### config.mk
export PLATFORM = sky130hd
export DESIGN_NAME = lgge_ctrl
export DESIGN_NICKNAME = d
export VERILOG_FILES = /design/src/design/lgge_pkg.sv /design/src/design/lgge_ctrl.sv
export SDC_FILE = /design/constraint.sdc
export NUM_CORES = 1
export LEC_CHECK = 0
export CAP_MARGIN = 30
export CORE_AREA = 8 8 45 47
export CTS_BUF_LIST = sky130_fd_sc_hd__clkbuf_8
export DETAILED_ROUTE_END_ITERATION = 8
export DIE_AREA = 0 0 53 55
export DONT_BUFFER_PORTS = 1
export SLEW_MARGIN = 20
export SYNTH_ARGS = -nofsm -noshare
export SYNTH_HDL_FRONTEND = slang
export SYNTH_SLANG_ARGS = --single-unit
export TNS_END_PERCENT = 50
### constraint.sdc
create_clock -name clk -period 1.1 [get_ports clk]
set_input_delay 0.165 -clock clk [delete_from_list [all_inputs] [get_ports clk]]
set_output_delay 0.165 -clock clk [all_outputs]
set_load 0.02 [all_outputs]
### src/design/lgge_pkg.sv
// Shared types and constants of the life grid generation engine.
`timescale 1ns / 1ps
`default_nettype none
package lgge_pkg;

    localparam int LGGE_MAX_WIDTH  = 64;
    localparam int LGGE_MAX_HEIGHT = 64;

    localparam int CFG_DATA_W = 7;
    localparam int CFG_IDX_W  = 1;
    localparam int COORD_W    = 6;

    localparam logic [CFG_DATA_W-1:0] GRID_SIZE_RESET = 7'd64;

    localparam logic [CFG_IDX_W-1:0] CFG_GRID_WIDTH  = 1'b0;
    localparam logic [CFG_IDX_W-1:0] CFG_GRID_HEIGHT = 1'b1;

    typedef enum logic [1:0] {
        CMD_WRITE = 2'd0,
        CMD_READ  = 2'd1,
        CMD_CLEAR = 2'd2,
        CMD_STEP  = 2'd3
    } cmd_t;

    typedef struct packed {
        cmd_t               command;
        logic [COORD_W-1:0] x_pos;
        logic [COORD_W-1:0] y_pos;
        logic               write_value;
    } in_item_t;

    typedef struct packed {
        logic cell_alive;
        logic coord_error;
    } out_item_t;

    typedef struct packed {
        logic load;
        logic sweep_run;
        logic access;
        logic gen_run;
        logic result;
    } ctrl_t;

    typedef struct packed {
        logic sweep_last;
        logic gen_last;
        logic out_free;
    } stat_t;

endpackage
`default_nettype wire

### src/design/lgge_ctrl.sv
// Command sequencer of the life grid generation engine.
`timescale 1ns / 1ps
`default_nettype none
module lgge_ctrl (
    input  wire logic           clk,
    input  wire logic           rst_n,
    input  wire logic           in_valid,
    input  wire lgge_pkg::cmd_t in_command,
    input  wire lgge_pkg::stat_t stat,
    output logic                in_ready,
    output lgge_pkg::ctrl_t     dp_ctrl
);
    import lgge_pkg::*;

    typedef enum logic [2:0] {
        ST_INIT,
        ST_IDLE,
        ST_ACCESS,
        ST_CLEAR,
        ST_GEN,
        ST_DRAIN,
        ST_RESULT
    } state_t;

    state_t state_reg;
    state_t state_next;

    always_comb
    begin
        in_ready          = (state_reg == ST_IDLE);
        dp_ctrl.load      = in_valid && in_ready;
        dp_ctrl.sweep_run = (state_reg == ST_INIT) || (state_reg == ST_CLEAR);
        dp_ctrl.access    = (state_reg == ST_ACCESS);
        dp_ctrl.gen_run   = (state_reg == ST_GEN);
        dp_ctrl.result    = (state_reg == ST_RESULT) && stat.out_free;
    end

    always_comb
    begin
        state_next = state_reg;
        unique case (state_reg)
            ST_INIT:
            begin
                if (stat.sweep_last)
                begin
                    state_next = ST_IDLE;
                end
            end
            ST_IDLE:
            begin
                if (in_valid)
                begin
                    case (in_command) inside
                        CMD_WRITE, CMD_READ: state_next = ST_ACCESS;
                        CMD_CLEAR:           state_next = ST_CLEAR;
                        default:             state_next = ST_GEN;
                    endcase
                end
            end
            ST_ACCESS:
            begin
                state_next = ST_RESULT;
            end
            ST_CLEAR:
            begin
                if (stat.sweep_last)
                begin
                    state_next = ST_RESULT;
                end
            end
            ST_GEN:
            begin
                if (stat.gen_last)
                begin
                    state_next = ST_DRAIN;
                end
            end
            ST_DRAIN:
            begin
                state_next = ST_RESULT;
            end
            ST_RESULT:
            begin
                if (stat.out_free)
                begin
                    state_next = ST_IDLE;
                end
            end
            default:
            begin
                state_next = ST_INIT;
            end
        endcase
    end

    always_ff @(posedge clk or negedge rst_n)
    begin
        if (!rst_n)
        begin
            state_reg <= ST_INIT;
        end
        else
        begin
            state_reg <= state_next;
        end
    end

endmodule
`default_nettype wire

; ---- Yosys cells after proc, flatten, opt, wreduce, memory -nomap -nowiden
; Index checks and enable logic that the tools add are counted.
[op_classes]
mux = 8
n_eq_ne = 13
reduce_logical = 8
[ops]
columns = operator, count
row1 = 3-bit 2-to-1 mux, 7
row2 = 3-bit one-hot mux with 6 select lines, 1
row3 = "2-bit != test, second input constant", 5
row4 = "3-bit == test, second input constant", 3
row5 = "3-bit by 2-bit == test with 1-bit output, second input constant", 2
row6 = 5-bit AND reduction, 1
row7 = 2-bit OR reduction, 2
row8 = "3-bit by 1-bit == test with 1-bit output, second input constant", 1
row9 = 3-bit logical NOT, 1
row10 = "2-bit by 1-bit == test with 1-bit output, second input constant", 1
row11 = "2-bit == test, second input constant", 1
row12 = 1-bit logical AND, 2
row13 = 2-bit logical NOT, 1
row14 = 1-bit logical OR, 1
[totals]
out_inout_bits = 6
input_bits = 8
ff_bits = 3
elab_cells = 30

; ---- Logic depth before layout (Yosys ltp)
[logic_depth]
depth_word = 5
ltp_mapped = 3
mapped_depth_nobuf = 3

; ---- Least setup slack after synthesis
; No wires, ideal clock.
[synth_timing]
kind = register -> output
from = register state_reg[1]
to = output port dp_ctrl[4] (netlist name)
required_ns = 0.935
slack_ns = -0.198
stages_incl_launch_ff = 4
arrival_ns = 1.133
n_path_buf = 0
cell_sequence = dfrtp_1 nand2b_1 nor2_2 and2_1
[synth_rtl]
columns = item, line
row1 = start: declaration, lgge_ctrl.sv:25  ; state_t state_reg;
row2 = start signal: assignment, lgge_ctrl.sv:104  ; state_reg <= state_next;
row3 = end: declaration, lgge_ctrl.sv:11  ; output lgge_pkg::ctrl_t dp_ctrl

==> out/results.ini <==
[floorplan]
num_io_pins=14
die-height_um=55
start_util=0.167
num_rows=14
die_w_um=53
dieArea_um2=2920
coreArea_um2=1380

[worst_setup_path]
worstSetupEndpointType=primary output
critPathKind=reg2out
start_kind=flip-flop
crit_required_ps=940
cp.arrival_ps=1120
critPathMaxFanout=7

[timing]
setup_viol=6
tightest_slew_ps=303
min_period_ps=1280
finClkSkew_ps=1.09
slew_viol_final=0
final-hold-violation-count=0
slew_headroom=0.798
setup_ws_ps=-181
max_freq_mhz=781
fin_crit_sh=1.16
grt_setup_unrepaired=true

[clock_tree]
numCtsBuffers=3
cts_num_sinks=3
cts_tree=done
clockRootBuffer=clkbuf_8
clockBufferDepth=2
insertion_delay_ps=210
cts.clk_slew.worst_paths_ps=30
htree_num_levels=1

[logic_synthesis]
synth_edf_count=0
async_reset_ff_frac=1.00
synth_top_area_share=0.324
ys_types=17
synth_largest_area_cell=dfrtp_1
synth.area.top_cells=dfrtp_1 32%, nand2b_1 11%, o221ai_1 7.6%, nand2_1 6.5%, nor2_1 6.5%
synth_top_flop_cell=dfrtp_1
synthCells=29
ys_seq_area_frac=0.324
ys_ff_latch=3
synth_fp_nets=37
synth_area_per_cell_um2=7.98
netlist_area_um2=231
yosysWarnings=0

[routing]
drt-total-wl_um=711
num_vias=272
first_pass_iters=4
drt_iter0_markers=4
postRouteAntennaNets=0
wire_per_inst_um=11.5
via_per_inst=4.39
drcViolationCount=0

[power]
p_leak_nw=0.194
power_density_nw_per_um2=3480
vdd_drop_max_v=0.00107

[placed_design]
preCtsSetupSlack_ps=-6.25
dp_cells=54
placed_area_um2=334
io_buffers=0
dpl.hpwl_um=580
gp_congestion=0.719

[run]
maxCapViolations=0

[outcome]
status=complete, but fails checks
violations=negative setup slack

[finish]
stdcell_count=62
largest_reg_flops=3
antenna_cells=0
design_area_um2=430
area_growth_pct=85.9
drive_above_1_share=0.543
fin_nets=55

[global_routing]
overflow=0
antenna_found_initial=0
grt_pass1_wl_um=1040
grt_pass1_vias=256
grt_util_all_layers=0.0514
grt_start_max_net_pins=8

[min_path]
min_path_type=in2reg

## power by group
group / switching (mW) / internal (mW) / total [mW]
clock: 0.0685 / 0.237 / 0.306
sequential: 0.0905 / 0.179 / 0.269
combinational: 0.422 / 0.498 / 0.921
total: 0.581 / 0.915 / 1.50
## placed cells by master, fill, tap and decap left out, drive strengths merged
cell,n
nor2b,1
a31o,1
nor2,5
o21ai,1
o221ai,2
dlygate4sd3,1
a211oi,2
nand2,4
clkbuf,3
o32ai,1
inv,2
dfrtp,3
and2,1
nand2b,5
nand3,1
a21oi,1
buf,12
## repair_timing
| item | CTS | global route |
|---|---|---|
| hold buffers | 1 | 0 |
| hold endpoints to repair | 3 | 0 |
| buffers inserted | 3 | 0 |
| resized for setup | 3 | 2 |
| setup endpoints to repair | 7 | 7 |
| cloned | 0 | 0 |
| pin swaps | 2 | 1 |
## worst max-delay path, cell delays in order (launching register included)
cell and delay, ps:
dfrtp_2 450, nand2b_4 180, nor2_4 100, and2_4 170
## synth_stat cells, drive strengths merged, types with 2 or more instances
| cell type | number |
|---|---|
| nand2b | 5 |
| nand2 | 4 |
| dfrtp | 3 |
| nor2 | 5 |
| a211oi | 2 |
| o221ai | 2 |
## per-stage QoR
| stage | utilization | power [mW] | setup TNS [ps] | hold slack, ps |
|---|---|---|---|---|
| floorplan | - | 0.737 | -66.0 | -131 |
| detailed placement | 0.241 | 1.05 | -6.25 | -130 |
| global route | 0.311 | 1.61 | -1150 | 143 |
| finish | 0.311 | 1.50 | -841 | 132 |
| CTS | 0.305 | 1.48 | -919 | 133 |
| global placement | 0.241 | 1.04 | 0 | -130 |
## area by class of cell
class	instances	area (um^2)
clock buffers	3	41.3
clock inverters	1	3.75
fillers	151	953
inverters	1	3.75
multi-input cells	25	180
flip-flops and latches	3	77.6
well taps	16	20.0
repair buffers	13	104
## cell families (layout without fill, tap and decap cells)
| family | after synthesis | after routing | share of synthesized area |
|---|---|---|---|
| flops | 3 | 3 | 0.324 |
| buf+inv | 1 | 18 | 0.0162 |
| compound gates | 8 | 8 | 0.281 |
| simple gates | 17 | 17 | 0.378 |
## metal layers
layer | global-route usage | vias up | routed length, um
li1 | - | 139 | -
met1 | 0.0457 | 124 | 258
met2 | 0.0781 | 9 | 340
met3 | 0.0321 | 0 | 111
met4 | 0.0517 | 0 | 0
met5 | 0 | - | 0
## path summary, 6_finish.rpt
kind                         startpoint  cells after the start  slack [ps]           end
min                             stat[0]                      1         130  state_reg[1]
max in group asynchronous         rst_n                      1         740  state_reg[2]
max                        state_reg[1]                      3        -180    dp_ctrl[4]
min reg2reg                state_reg[2]                      2         580  state_reg[2]
max reg2reg                state_reg[0]                      3          20  state_reg[0]
min in group asynchronous         rst_n                      1         200  state_reg[1]
(Power assumes the default switching activity.)
